File: src/mlbc_pkg.sv
// shared types, constants and codes of the multi-led blink controller
// no dependencies; imported by every module of the block
package mlbc_pkg;

	// default channel count and register reset values
	localparam int LED_COUNT_DEF = 8;
	localparam logic [15:0] FAST_PERIOD_RST = 16'd50;
	localparam logic [15:0] SLOW_PERIOD_RST = 16'd200;
	localparam logic [31:0] DUR_FOREVER = 32'hFFFF_FFFF;

	// field widths
	localparam int MODE_W = 3;
	localparam int TIME_W = 32;
	localparam int PER_W = 16;
	localparam int S_TDATA_W = 40;
	localparam int M_TDATA_W = 8;

	// command kinds carried in tuser
	localparam logic CMD_TICK = 1'b0;
	localparam logic CMD_SET = 1'b1;

	// led modes, codes above MODE_DEVICE behave as device
	localparam logic [MODE_W-1:0] MODE_OFF = 3'd0;
	localparam logic [MODE_W-1:0] MODE_ON = 3'd1;
	localparam logic [MODE_W-1:0] MODE_FAST = 3'd2;
	localparam logic [MODE_W-1:0] MODE_SLOW = 3'd3;
	localparam logic [MODE_W-1:0] MODE_DEVICE = 3'd4;

	// configuration register indexes
	localparam logic REG_FAST = 1'b0;
	localparam logic REG_SLOW = 1'b1;

	// one led table entry, start time zero means idle
	typedef struct packed {
		logic [MODE_W-1:0] mode;
		logic [TIME_W-1:0] start;
		logic [PER_W-1:0] period;
		logic [TIME_W-1:0] expiry;
	} led_entry_t;

	// control handed to the entry update unit
	typedef struct packed {
		logic is_set;
		logic [MODE_W-1:0] mode;
		logic [TIME_W-1:0] dur;
		logic [TIME_W-1:0] millis;
		logic [PER_W-1:0] fast_period;
		logic [PER_W-1:0] slow_period;
	} upd_ctl_t;

endpackage

File: src/mlbc_led_update.sv
// next-state logic for one led table entry: mode assignment or poll after a tick
// depends on mlbc_pkg
module mlbc_led_update import mlbc_pkg::*; (
	input  upd_ctl_t   ctl,
	input  led_entry_t entry_cur,
	input  logic       level_cur,
	output led_entry_t entry_nxt,
	output logic       level_nxt
);

	logic [TIME_W-1:0] elapsed;
	logic [TIME_W-1:0] adv_start;
	logic              is_blink;
	logic              due;
	logic              expired;

	always_comb begin
		elapsed = ctl.millis - entry_cur.start;
		adv_start = entry_cur.start + TIME_W'(entry_cur.period);
		is_blink = (ctl.mode == MODE_FAST) || (ctl.mode == MODE_SLOW);
		due = (entry_cur.start != '0) && (elapsed >= TIME_W'(entry_cur.period));
		expired = (entry_cur.expiry != DUR_FOREVER) && (entry_cur.expiry <= ctl.millis);
		entry_nxt = entry_cur;
		level_nxt = level_cur;

		if (ctl.is_set) begin
			// assign a mode, keep a running timer so blinks hold their phase
			entry_nxt.mode = ctl.mode;
			if (entry_cur.start == '0)
				entry_nxt.start = ctl.millis;
			entry_nxt.period = '0;
			entry_nxt.expiry = ctl.dur;
			if (is_blink) begin
				entry_nxt.period = (ctl.mode == MODE_FAST) ? ctl.fast_period : ctl.slow_period;
				if (ctl.dur != DUR_FOREVER)
					entry_nxt.expiry = ctl.millis + ctl.dur;
			end
		end else if (due) begin
			// poll: act on the mode once the period has run out
			case (entry_cur.mode)
				MODE_OFF, MODE_ON: begin
					level_nxt = (entry_cur.mode == MODE_ON);
					entry_nxt.start = '0;
				end
				MODE_FAST, MODE_SLOW: begin
					level_nxt = ~level_cur;
					entry_nxt.start = adv_start;
					if (expired) begin
						// blink ran out: fall back to off, timer keeps running
						entry_nxt.mode = MODE_OFF;
						if (adv_start == '0)
							entry_nxt.start = ctl.millis;
						entry_nxt.period = '0;
						entry_nxt.expiry = '0;
					end
				end
				default: begin
					entry_nxt.start = '0;
				end
			endcase
		end
	end

endmodule

File: src/multi_led_blink_controller_core.sv
// top level of the multi-led blink controller: led table memory, sequencer, ports
// depends on mlbc_pkg and mlbc_led_update
//
// channel  dir  handshake          payload
// s_*      in   s_tvalid/s_tready  tuser: command; tdata: led_index, new_mode, duration_ms
// m_*      out  m_tvalid/m_tready  tdata: led_levels
// wr_*     in   wr_en              wr_index selects fast/slow period, wr_data value
//
// set-mode item: from acceptance to result it reads the entry, updates and writes it, then loads the output
// tick item: one table entry read and written back per cycle
// through the led table memory, one read port and one write port
// reset clears the millisecond counter, levels and per-entry valid bits at once
// a result that is not taken holds the next item in the output load step only
module multi_led_blink_controller_core import mlbc_pkg::*; #(
	parameter int LED_COUNT = LED_COUNT_DEF
) (
	input  logic                 clk,
	input  logic                 arst_n,
	// s_tdata: led_index[2:0], new_mode[5:3], duration_ms[37:6], zero pad
	input  logic                 s_tvalid,
	output logic                 s_tready,
	input  logic [S_TDATA_W-1:0] s_tdata,
	// s_tuser: command
	input  logic                 s_tuser,
	// m_tdata: led_levels[7:0]
	output logic                 m_tvalid,
	input  logic                 m_tready,
	output logic [M_TDATA_W-1:0] m_tdata,
	input  logic                 wr_en,
	input  logic                 wr_index,
	input  logic [PER_W-1:0]     wr_data
);

	localparam int IDX_W = (LED_COUNT > 1) ? $clog2(LED_COUNT) : 1;

	localparam logic [1:0] ST_IDLE = 2'd0;
	localparam logic [1:0] ST_SET = 2'd1;
	localparam logic [1:0] ST_POLL = 2'd2;
	localparam logic [1:0] ST_OUT = 2'd3;

	logic [1:0]           state_q;
	logic [PER_W-1:0]     fast_q;
	logic [PER_W-1:0]     slow_q;
	logic [TIME_W-1:0]    millis_q;
	logic [MODE_W-1:0]    mode_q;
	logic [TIME_W-1:0]    dur_q;
	logic [IDX_W:0]       cnt_q;
	logic [IDX_W-1:0]     addr_s1;
	led_entry_t           rd_entry_s1;
	logic                 rd_vld_s1;
	logic [LED_COUNT-1:0] vld_q;
	logic [LED_COUNT-1:0] level_q;
	logic [M_TDATA_W-1:0] out_q;
	logic                 ov_q;

	led_entry_t           mem [LED_COUNT];

	logic                 in_acc;
	logic [IDX_W+2:0]     idx_w;
	logic                 idx_ok;
	logic                 rd_en;
	logic [IDX_W-1:0]     rd_addr;
	logic                 wr_mem;
	logic                 out_load;
	upd_ctl_t             ctl;
	led_entry_t           entry_cur;
	led_entry_t           entry_nxt;
	logic                 level_nxt;
	logic [LED_COUNT+M_TDATA_W-1:0] lv_ext;

	assign s_tready = (state_q == ST_IDLE);
	assign in_acc = s_tvalid && s_tready;
	assign idx_w = (IDX_W+3)'(s_tdata[2:0]);
	assign idx_ok = idx_w < (IDX_W+3)'(LED_COUNT);
	assign wr_mem = (state_q == ST_SET) || (state_q == ST_POLL);
	assign out_load = (state_q == ST_OUT) && (!ov_q || m_tready);
	assign lv_ext = {{M_TDATA_W{1'b0}}, level_q};
	assign m_tvalid = ov_q;
	assign m_tdata = out_q;

	// table read address: accepted item or the poll sweep
	always_comb begin
		rd_en = 1'b0;
		rd_addr = '0;
		if (in_acc) begin
			rd_en = 1'b1;
			if (s_tuser == CMD_SET)
				rd_addr = idx_w[IDX_W-1:0];
		end else if (state_q == ST_POLL && cnt_q < (IDX_W+1)'(LED_COUNT)) begin
			rd_en = 1'b1;
			rd_addr = cnt_q[IDX_W-1:0];
		end
	end

	// entries never written read as the reset value
	always_comb begin
		entry_cur = rd_vld_s1 ? rd_entry_s1 : '0;
		ctl.is_set = (state_q == ST_SET);
		ctl.mode = mode_q;
		ctl.dur = dur_q;
		ctl.millis = millis_q;
		ctl.fast_period = fast_q;
		ctl.slow_period = slow_q;
	end

	mlbc_led_update u_update (
		.ctl       (ctl),
		.entry_cur (entry_cur),
		.level_cur (level_q[addr_s1]),
		.entry_nxt (entry_nxt),
		.level_nxt (level_nxt)
	);

	// led table memory, registered read
	always_ff @(posedge clk) begin
		if (rd_en)
			rd_entry_s1 <= mem[rd_addr];
		if (wr_mem)
			mem[addr_s1] <= entry_nxt;
	end

	// address pipeline, latched command fields and output data register
	always_ff @(posedge clk) begin
		if (rd_en)
			addr_s1 <= rd_addr;
		if (in_acc) begin
			mode_q <= s_tdata[5:3];
			dur_q <= s_tdata[37:6];
		end
		if (out_load)
			out_q <= lv_ext[M_TDATA_W-1:0];
	end

	// configuration registers
	always_ff @(posedge clk or negedge arst_n) begin
		if (!arst_n) begin
			fast_q <= FAST_PERIOD_RST;
			slow_q <= SLOW_PERIOD_RST;
		end else if (wr_en) begin
			if (wr_index == REG_FAST)
				fast_q <= wr_data;
			else
				slow_q <= wr_data;
		end
	end

	// sequencer, valid bits, levels, output valid flag and millisecond counter
	always_ff @(posedge clk or negedge arst_n) begin
		if (!arst_n) begin
			state_q <= ST_IDLE;
			millis_q <= '0;
			cnt_q <= '0;
			rd_vld_s1 <= 1'b0;
			vld_q <= '0;
			level_q <= '0;
			ov_q <= 1'b0;
		end else begin
			if (rd_en)
				rd_vld_s1 <= vld_q[rd_addr];
			if (wr_mem) begin
				vld_q[addr_s1] <= 1'b1;
				level_q[addr_s1] <= level_nxt;
			end
			if (out_load)
				ov_q <= 1'b1;
			else if (m_tready)
				ov_q <= 1'b0;
			case (state_q)
				ST_IDLE: begin
					if (in_acc) begin
						if (s_tuser == CMD_TICK) begin
							millis_q <= millis_q + 1'b1;
							cnt_q <= (IDX_W+1)'(1);
							state_q <= ST_POLL;
						end else if (idx_ok) begin
							state_q <= ST_SET;
						end else begin
							state_q <= ST_OUT;
						end
					end
				end
				ST_SET: begin
					state_q <= ST_OUT;
				end
				ST_POLL: begin
					if (cnt_q < (IDX_W+1)'(LED_COUNT))
						cnt_q <= cnt_q + 1'b1;
					else
						state_q <= ST_OUT;
				end
				ST_OUT: begin
					if (out_load)
						state_q <= ST_IDLE;
				end
				default: begin
					state_q <= ST_IDLE;
				end
			endcase
		end
	end

endmodule

File: config.mk
export PLATFORM = sky130hd
export DESIGN_NAME = multi_led_blink_controller_core
export DESIGN_NICKNAME = d
export VERILOG_FILES = /design/src/mlbc_pkg.sv /design/src/mlbc_led_update.sv /design/src/multi_led_blink_controller_core.sv
export SDC_FILE = /design/constraint.sdc
export NUM_CORES = 2
export LEC_CHECK = 0
export BUFFER_PORTS_ARGS = -buffer_cell sky130_fd_sc_hd__buf_2
export CAP_MARGIN = 0
export CORE_AREA = 10 10 399 285
export DETAILED_ROUTE_END_ITERATION = 12
export DIE_AREA = 0 0 409 295
export SLEW_MARGIN = 20
export SYNTH_ARGS = -nofsm -noshare
export SYNTH_HDL_FRONTEND = slang
export SYNTH_SLANG_ARGS = --single-unit
File: constraint.sdc
create_clock -name clk -period 9.25 [get_ports clk]
set_input_delay 0.925 -clock clk [delete_from_list [all_inputs] [get_ports clk]]
set_output_delay 0.925 -clock clk [all_outputs]
set_load 0.02 [all_outputs]
==> out/metrics.cfg, run 1 <==
[timing]
fin_crit_ns = 7.14
rsz0062_at_grt = no
timing.clock.skew_ns = 0.0352
worst_pin_slew_ns = 1.10
tns_ns = 0
slew_headroom = 0.268
setup_viol = 0
clock.fmax_ghz = 0.140
worst_slack_ns = 2.11
slew_violations = 0
fin_crit_sh = 0.772
hold_viol_final = 0

[clock_network]
clockBufferDepth = 3
clk_latency_ns = 0.70
cts_resized = 0
cts_tree = yes
htree_levels = 3
clk_pin_slew_ns = 0.07
cts_setup_buffers = 0
cts_sinks = 881
holdBufCountCts = 0
cts_buffers = 85
cts-root-buf = clkbuf_16

[synthesis]
synth_most_common_cell = nand2_1
synthTopCellsByArea = edfxtp_1, nand2_1, nand3_1
netlist_top_cells_count = nand2_1, edfxtp_1, nand3_1
synth_top_cell_by_area = edfxtp_1
synth_edf_count = 793
synth_top_area_share = 0.566
ys_seq_area_frac = 0.618
syn-mean-instance-area_um2 = 11.0
ys_seq_elements = 881
syn_nets = 4018
synth-main-ff-cell = edfxtp_1
syn_inst = 3820
async_reset_ff_frac = 0.0999
synth_area_um2 = 42100
ys_warn_count = 0
yosysUniqueCellTypes = 86

[final_layout]
area_growth_pct = 11.5
nets = 4035
antenna_cells = 0
drive_gt1_frac = 0.0893
num-fill-cells = 9804

[drt]
vias = 29500
final_antenna_net_count = 0
viasPerCell = 5.52
first_iter_violations = 2943
drc = 0
wl_per_cell_um = 21.8
drt_pass1_iterations = 5
routed_wl_mm = 116

[die]
coreArea_um2 = 106000
ios = 73
die_w_um = 409
dieArea_um2 = 121000
initial_utilization = 0.398
die_h_um = 295
std_cell_rows = 100

[global_routing]
grt_max_degree = 176
grt_pass1_vias = 27700
antenna_found_initial = 3
grt_use_total = 0.189
grt_overflow_total = 0
grt_first_pass_wirelength_mm = 176

[power]
p_int_mw = 10.6
p_sw_mw = 6.98
vdd_drop_max_mv = 0.235
clkPwrFrac = 0.205
swShare = 0.398
p_leak_nw = 17.7
powerDensity_nw_per_um2 = 374
seq_power_share = 0.390
p_comb_frac = 0.405

[critical_path]
r2r-start = rd_vld_s1$_DFFE_PN0P_
worstRegToRegCells = 21
worstSetupPathType = flop to flop
cp_max_fo = 36
critPathLaunchType = flop
worst-r2r-setup-slack_ns = 2.11
cp_data_arrival_time_ns = 7.46
cp_data_required_time_ns = 9.57
path_cells = and2_1 > ha_1 > inv_1 > fa_1 > a21oi_1 > o211ai_1 > nand3_1 > nand2_1 > a31oi_1 > xnor2_1 > ha_1 > a21o_1 > a221o_1 > a2111oi_0 > o2111ai_1 > nor4_2 > nand4_2 > nand2_2 > or3_1 > buf_4 > o22ai_1
slowest_delay_ns = 0.75
r2r-end = mem[5][56]$_DFFE_PP_
crit_slowest_cell = nand2_2
end_kind = flop
crit_top_cell = ha_1

[placement]
place.gp.congestion = 0.949
place_ws_ns = 2.36
port_buffers = 70
hpwlAfterDp_mm = 72.4

[job]
cap_violations = 0

[run_status]
status = completed

[worst_hold_path]
hp-class = input port to asynchronous set/reset pin

cell type report:
| type | count | area [µm²] | share of cell area |
|---|---|---|---|
| sequential | 881 | 26000 | 0.554 |
| multi-input combinational | 2634 | 15000 | 0.320 |
| clock buffer | 111 | 2340 | 0.0498 |
| tap | 1428 | 1790 | 0.0381 |
| timing repair buffer | 123 | 813 | 0.0173 |
| clock inverter | 47 | 529 | 0.0113 |
| inverter | 112 | 443 | 0.00944 |
flip-flops by register name (all words and copies together) (netlist names):
name and flops:
dur_q 32, mode_q 3, mem 664, rd_entry_s1 83, m_tvalid 1, addr_s1 3, level_q 8, slow_q 16
m_tdata 8, fast_q 16, cnt_q 4, millis_q 32, rd_vld_s1 1, state_q 2, vld_q 8
logic make-up after synthesis:
family                   after synthesis  share of synthesized area
XOR/XNOR                              98                     0.0204
AO/OA/AOI/OAI                        611                     0.0907
buffers and inverters                305                     0.0283
flip-flops                           881                      0.618
adder cells (fa/ha/maj)              135                     0.0407
AND/OR/NAND/NOR                     1705                      0.180
multiplexers                          85                     0.0218
power groups by stage:
stage	logic (mW)	clock network [mW]	registers, mW
finish	7.10	3.60	6.85
floorplan	4.86	0	6.79
global route	7.92	3.84	6.93
global placement	6.94	0	6.90
CTS	7.06	3.67	6.84
detailed placement	7.03	0	6.91
per-layer routing:
layer	vias up	global-route usage	routed length, µm
met2	1043	0.274	49400
li1	13900	-	-
met3	151	0.0543	10900
met4	2	0.0452	2420
met5	-	0	12
met1	14400	0.275	53500
worst max path at each step:
| stage | startpoint | end | slack [ns] | depth (start not counted) |
|---|---|---|---|---|
| final | rd_vld_s1$_DFFE_PN0P_ | mem[5][56]$_DFFE_PP_ | 2.11 | 21 |
| after global routing | rd_vld_s1$_DFFE_PN0P_ | mem[1][56]$_DFFE_PP_ | 1.80 | 21 |
| after CTS | rd_vld_s1$_DFFE_PN0P_ | mem[5][56]$_DFFE_PP_ | 2.33 | 21 |
| after detailed placement | rd_vld_s1$_DFFE_PN0P_ | mem[4][56]$_DFFE_PP_ | 2.36 | 21 |
| after global placement | rd_vld_s1$_DFFE_PN0P_ | mem[4][56]$_DFFE_PP_ | 2.44 | 21 |
| after floorplan | state_q[0]$_DFFE_PN0P_ | vld_q[0]$_DFFE_PN0P_ | 1.92 | 5 |
metrics by stage:
stage / power, mW / instances / util / hold WS [ns] / cell area, µm²
after CTS: 17.6 / 5336 / 0.444 / 0.177 / 46900
final: 17.5 / 5336 / 0.444 / 0.199 / 46900
after floorplan: 11.6 / 3820 / - / 0.435 / 42100
after global routing: 18.7 / 5336 / 0.444 / 0.210 / 46900
after global placement: 13.8 / 5178 / 0.417 / 0.450 / 44100
after detailed placement: 13.9 / 5178 / 0.417 / 0.455 / 44100
cell usage in the layout (no fill, tap or decap), drive strengths merged, types with 79 or more instances in the layout:
cell / synthesis / routed
nand2: 939 / 939
dfrtp: 82 / 82
nor2: 79 / 79
ha: 132 / 132
clkbuf: 162 / 111
a21oi: 166 / 166
edfxtp: 793 / 793
o21ai: 182 / 182
nand3: 465 / 465
inv: 111 / 119
buf: 31 / 123
critical path, delay by kind of cell (launching register included):
kind / cells / cell delay (ns)
compound gates: 8 / 2.21
xor+xnor: 1 / 0.14
fa+ha+maj: 3 / 0.93
buf+inv: 2 / 0.48
flops: 1 / 0.67
simple gates: 7 / 2.32
Power figures use the tool's default switching activity.
==> inputs of run 2 (changes only) <==
clock period = 6.2 ns   (was 9.25 ns; I/O delays follow)
==> out/metrics.cfg, run 2 (synthesis gave the netlist of run 1 again) <==
[final_layout]
layout_commonest_cell = nand2_1
drive_gt1_frac = 0.102
fin_util = 0.449
nets = 4093
largest_reg_flops = 664
final_cell_mix = nand2_1, edfxtp_1, nand3_1
area_growth_pct = 12.6
top_regs = mem (664), rd_entry_s1 (83)
fin_area_um2 = 47400
regMostFlops = mem
fin_cells = 5393

[job]
cap_violations = 0

[die]
initial_utilization = 0.398
std_cell_rows = 100
die_h_um = 295
ios = 73
die_w_um = 409
coreArea_um2 = 106000
dieArea_um2 = 121000

[global_routing]
antenna_found_initial = 3
grt_first_pass_wirelength_mm = 180
grt_pass1_vias = 28500
grt_use_total = 0.194
grt_max_degree = 169
grt_overflow_total = 0

[drt]
final_antenna_net_count = 0
vias = 30000
viasPerCell = 5.56
wl_per_cell_um = 22.2
routed_wl_mm = 120
drt_pass1_iterations = 5
first_iter_violations = 3049
drc = 0

[worst_hold_path]
hp-class = input port to flop

[timing]
setup_viol = 0
tns_ns = 0
worst_pin_slew_ns = 1.10
fin_crit_ns = 5.91
worst_slack_ns = 0.286
clock.fmax_ghz = 0.169
slew_violations = 0
timing.clock.skew_ns = 0.0374
rsz0062_at_grt = yes
slew_headroom = 0.264
fin_crit_sh = 0.954
hold_viol_final = 0
hold_ws_ns = 0.111

[placement]
place_ws_ns = 0.256
port_buffers = 70
placed_cells_incl_taps = 5234
dpl_cell_area_um2 = 44600
place.gp.congestion = 0.962
hpwlAfterDp_mm = 74.1

[power]
p_comb_frac = 0.417
p_leak_nw = 18.0
p_int_mw = 15.8
clkPwrFrac = 0.195
p_sw_mw = 10.5
seq_power_share = 0.388
powerDensity_nw_per_um2 = 555
p_total_mw = 26.3
vdd_drop_max_mv = 0.637
swShare = 0.398

[critical_path]
cp_data_arrival_time_ns = 6.30
worst-r2r-setup-slack_ns = 0.29
cp_data_required_time_ns = 6.59
cp_max_fo = 16
critPathLaunchType = flop
worstSetupPathType = flop to flop
path_cells = and2_1 > ha_1 > inv_1 > fa_1 > a21oi_1 > o211ai_1 > nand3_1 > nand2_1 > a31oi_1 > xnor2_1 > ha_1 > a21o_1 > a221o_1 > a2111oi_1 > o2111ai_1 > nor4_2 > nand4_4 > nand2_1 > nand2_1 > buf_4 > o22ai_1
end_kind = flop
crit_top_cell = nand2_1
crit_slowest_cell = dfrtp_4
slowest_delay_ns = 0.57

[clock_network]
htree_levels = 3
cts_tree = yes
cts-root-buf = clkbuf_16
cts_buffers = 86
clockBufferDepth = 3
clk_pin_slew_ns = 0.06
cts_sinks = 881
clk_latency_ns = 0.69

[run_status]
status = completed

==> run 2: cell types whose count changed in the layout (fill, tap and decap cells not counted), moves of 2 or more <==
cell,previous run,this run
buf_12,5,16
buf_4,49,93
bufinv_16,9,5
clkbuf_1,18,26
clkbuf_8,5,3
clkinv_1,15,9
clkinv_2,10,16
clkinv_4,1,3
inv_16,3,1
nor3_2,3,1
nor3_4,1,3
o22ai_1,35,31
o22ai_2,10,14
==> run 2: metal layers <==
layer  part of all wire  wire length, µm  track usage  up-vias
met5             0.0012              146      0.00801        -
li1                   -                -            -    14000
met2               0.43            51200        0.285     1076
met3              0.087            10400       0.0483      168
met4              0.023             2780       0.0538        6
met1               0.46            55100        0.281    14700
==> run 2: what timing repair did <==
action	in CTS	in global routing
endpoints found under the setup margin	0	460
endpoints found under the hold margin	32	0
buffers inserted	0	0
hold buffers	1	0
gates resized for setup	0	8
==> run 2: cell type report <==
cell class              instances  area, µm²
flip-flops and latches        881      26000
repair buffers                180       1390
multi-input cells            2634      15100
fillers                      9753      58300
well taps                    1428       1790
clock buffers                 118       2370
diodes                          1       2.50
inverters                     112        443
clock inverters                39        350
==> run 2: path summary, 6_finish.rpt <==
kind / startpoint / to / depth (start not counted)
min: s_tdata[28] / dur_q[22]$_DFFE_PP_ / 1
max reg2reg: rd_vld_s1$_DFFE_PN0P_ / mem[1][38]$_DFFE_PP_ / 21
min reg2reg: vld_q[3]$_DFFE_PN0P_ / vld_q[3]$_DFFE_PN0P_ / 1
max: rd_vld_s1$_DFFE_PN0P_ / mem[1][38]$_DFFE_PP_ / 21
min in group asynchronous: arst_n / fast_q[2]$_DFFE_PN0P_ / 2
max in group asynchronous: arst_n / level_q[6]$_DFFE_PN0P_ / 3
==> run 2: worst max-delay path: cells and delay by family (launching register included) <==
family                     cells  cell delay (ns)
xor gates and xnor gates       1             0.14
DFF                            1             0.57
AOI/OAI and AO/OA              8             2.15
and+or+nand+nor                7             1.51
buffers and inverters          2             0.32
adders and majority gates      3             0.89
==> run 2: power groups by stage <==
stage	Clock [mW]	Combinational, mW	Sequential (mW)
after global placement	0	10.7	10.3
after floorplan	0	7.25	10.1
final	5.14	11.0	10.2
after detailed placement	0	10.8	10.3
after CTS	5.23	10.9	10.2
after global routing	5.48	12.2	10.3
==> inputs of run 3 (changes only) <==
ABC_AREA = 1   (was default)
CORE_AREA = 5 5 402 285   (was 10 10 399 285)
DIE_AREA = 0 0 407 290   (was 0 0 409 295)
==> out/metrics.cfg, run 3 <==
[run_status]
status = completed

[synthesis]
synth_top_area_share = 0.544
synth_top_cell_by_area = edfxtp_1
ys_warn_count = 0
netlist_top_cells_count = nand2_1, edfxtp_1, nor2_1
syn-mean-instance-area_um2 = 9.54
synthTopCellsByArea = edfxtp_1, nand2_1, nor2_1
syn_nets = 4789
synth_edf_count = 793
synth_most_common_cell = nand2_1
ys_seq_elements = 881
async_reset_ff_frac = 0.0999
ys_seq_area_frac = 0.594
synth-main-ff-cell = edfxtp_1
synth_area_um2 = 43800
yosysUniqueCellTypes = 59
syn_inst = 4591

[job]
cap_violations = 0

[global_routing]
antenna_found_initial = 1
grt_pass1_vias = 31200
grt_first_pass_wirelength_mm = 194
grt_use_total = 0.215
grt_max_degree = 142
grt_overflow_total = 0

[final_layout]
fin_area_um2 = 48600
nets = 4814
fin_util = 0.442
top_regs = mem (664), rd_entry_s1 (83)
regMostFlops = mem
layout_commonest_cell = nand2_1
area_growth_pct = 11.0
final_cell_mix = nand2_1, edfxtp_1, nor2_1
drive_gt1_frac = 0.0703
largest_reg_flops = 664

[die]
die_w_um = 407
dieArea_um2 = 118000
ios = 73
initial_utilization = 0.398
coreArea_um2 = 110000
die_h_um = 290
std_cell_rows = 102

[clock_network]
cts_setup_buffers = 0
clk_latency_ns = 0.71
cts-root-buf = clkbuf_16
cts_tree = yes
cts_buffers = 86
cts_sinks = 881
holdBufCountCts = 1
clockBufferDepth = 3
htree_levels = 3
clk_pin_slew_ns = 0.06
cts_resized = 0

[drt]
drt_pass1_iterations = 5
wl_per_cell_um = 20.9
first_iter_violations = 3349
viasPerCell = 5.44
final_antenna_net_count = 0
vias = 33400
drc = 0
routed_wl_mm = 129

[timing]
fin_crit_ns = 5.38
rsz0062_at_grt = no
tns_ns = 0
hold_viol_final = 0
clock.fmax_ghz = 0.186
worst_slack_ns = 0.819
timing.clock.skew_ns = 0.0572
worst_pin_slew_ns = 1.07
setup_viol = 0
slew_headroom = 0.280
slew_violations = 0
fin_crit_sh = 0.868

[critical_path]
cp_max_fo = 32
worstSetupPathType = flop to flop
cp_data_required_time_ns = 6.54
critPathLaunchType = flop
end_kind = flop
cp_data_arrival_time_ns = 5.72

[placement]
port_buffers = 70
hpwlAfterDp_mm = 82.5
place_ws_ns = 0.995
place.gp.congestion = 0.973
dpl_cell_area_um2 = 45800

[power]
p_leak_nw = 19.5
powerDensity_nw_per_um2 = 527
vdd_drop_max_mv = 0.281

[worst_hold_path]
hp-class = input port to flop

[run 3: metal layers]
metal | vias to the layer above | wire [µm] | GRT usage
met5 | - | 0 | 0
met4 | 0 | 2850 | 0.0540
met3 | 175 | 10000 | 0.0363
met2 | 1223 | 53200 | 0.304
met1 | 16200 | 62500 | 0.341
li1 | 15800 | - | -
[run 3: path summary, 6_finish.rpt]
| kind | slack (ns) | endpoint | startpoint | depth (start not counted) |
|---|---|---|---|---|
| max | 0.82 | mem[4][0]$_DFFE_PP_ | rd_vld_s1$_DFFE_PN0P_ | 24 |
| min reg2reg | 0.45 | vld_q[7]$_DFFE_PN0P_ | vld_q[7]$_DFFE_PN0P_ | 2 |
| max reg2reg | 0.82 | mem[4][0]$_DFFE_PP_ | rd_vld_s1$_DFFE_PN0P_ | 24 |
| max in group asynchronous | 4.48 | rd_vld_s1$_DFFE_PN0P_ | arst_n | 3 |
| min in group asynchronous | 0.44 | slow_q[14]$_DFFE_PN0P_ | arst_n | 2 |
| min | 0.09 | dur_q[7]$_DFFE_PP_ | s_tdata[13] | 1 |
[run 3: logic make-up (layout without fill, tap and decap cells)]
family,Yosys count,count (layout),synth area share
buffers and inverters,597,689,0.0535
other,0,1,0
AOI/OAI and AO/OA,844,844,0.105
and+or+nand+nor,2068,2068,0.195
adders and majority gates,135,135,0.0391
xor gates and xnor gates,66,66,0.0132
DFF,881,881,0.594
[run 3: worst max-delay path: stages, from the launching register on]
cell      delay [ns]
dfrtp_4         0.71
nand2_1         0.32
ha_1            0.46
nand2_1         0.10
inv_1           0.12
nand2_1         0.07
nand2_1         0.06
nand2_1         0.05
nand3_1         0.18
nand2_1         0.07
nand2_1         0.13
xor2_1          0.24
ha_1            0.29
a21oi_1         0.15
nor2_1          0.05
a211oi_1        0.20
nand3_1         0.18
nor2_1          0.23
nand4_1         0.13
nor2_1          0.14
nor2_2          0.06
nand3_2         0.08
buf_4           0.41
nand3_1         0.13
o21ai_0         0.43
[run 3: power breakdown]
group	total [mW]	switching, mW	leakage, nW	internal, mW
clock network	5.20	2.27	1.36	2.92
registers	9.80	0.568	8.40	9.23
logic	10.6	7.77	9.79	2.85
total	25.6	10.6	19.5	15.0
[run 3: per-stage QoR]
| stage | total power, mW | instances | hold slack [ns] |
|---|---|---|---|
| after global placement | 20.2 | 5982 | 0.438 |
| final | 25.6 | 6140 | 0.0926 |
| after CTS | 25.6 | 6139 | 0.0451 |
| after global routing | 27.4 | 6139 | 0.0650 |
| after floorplan | 16.8 | 4591 | 0.324 |
| after detailed placement | 20.4 | 5983 | 0.439 |
[run 3: final cells by class]
class	count	area [µm²]
diodes	1	2.50
clock buffers	115	2380
clock inverters	40	388
fillers	10500	61400
inverters	404	1540
multi-input cells	3113	15500
flip-flops and latches	881	26000
well taps	1456	1820
repair buffers	130	943
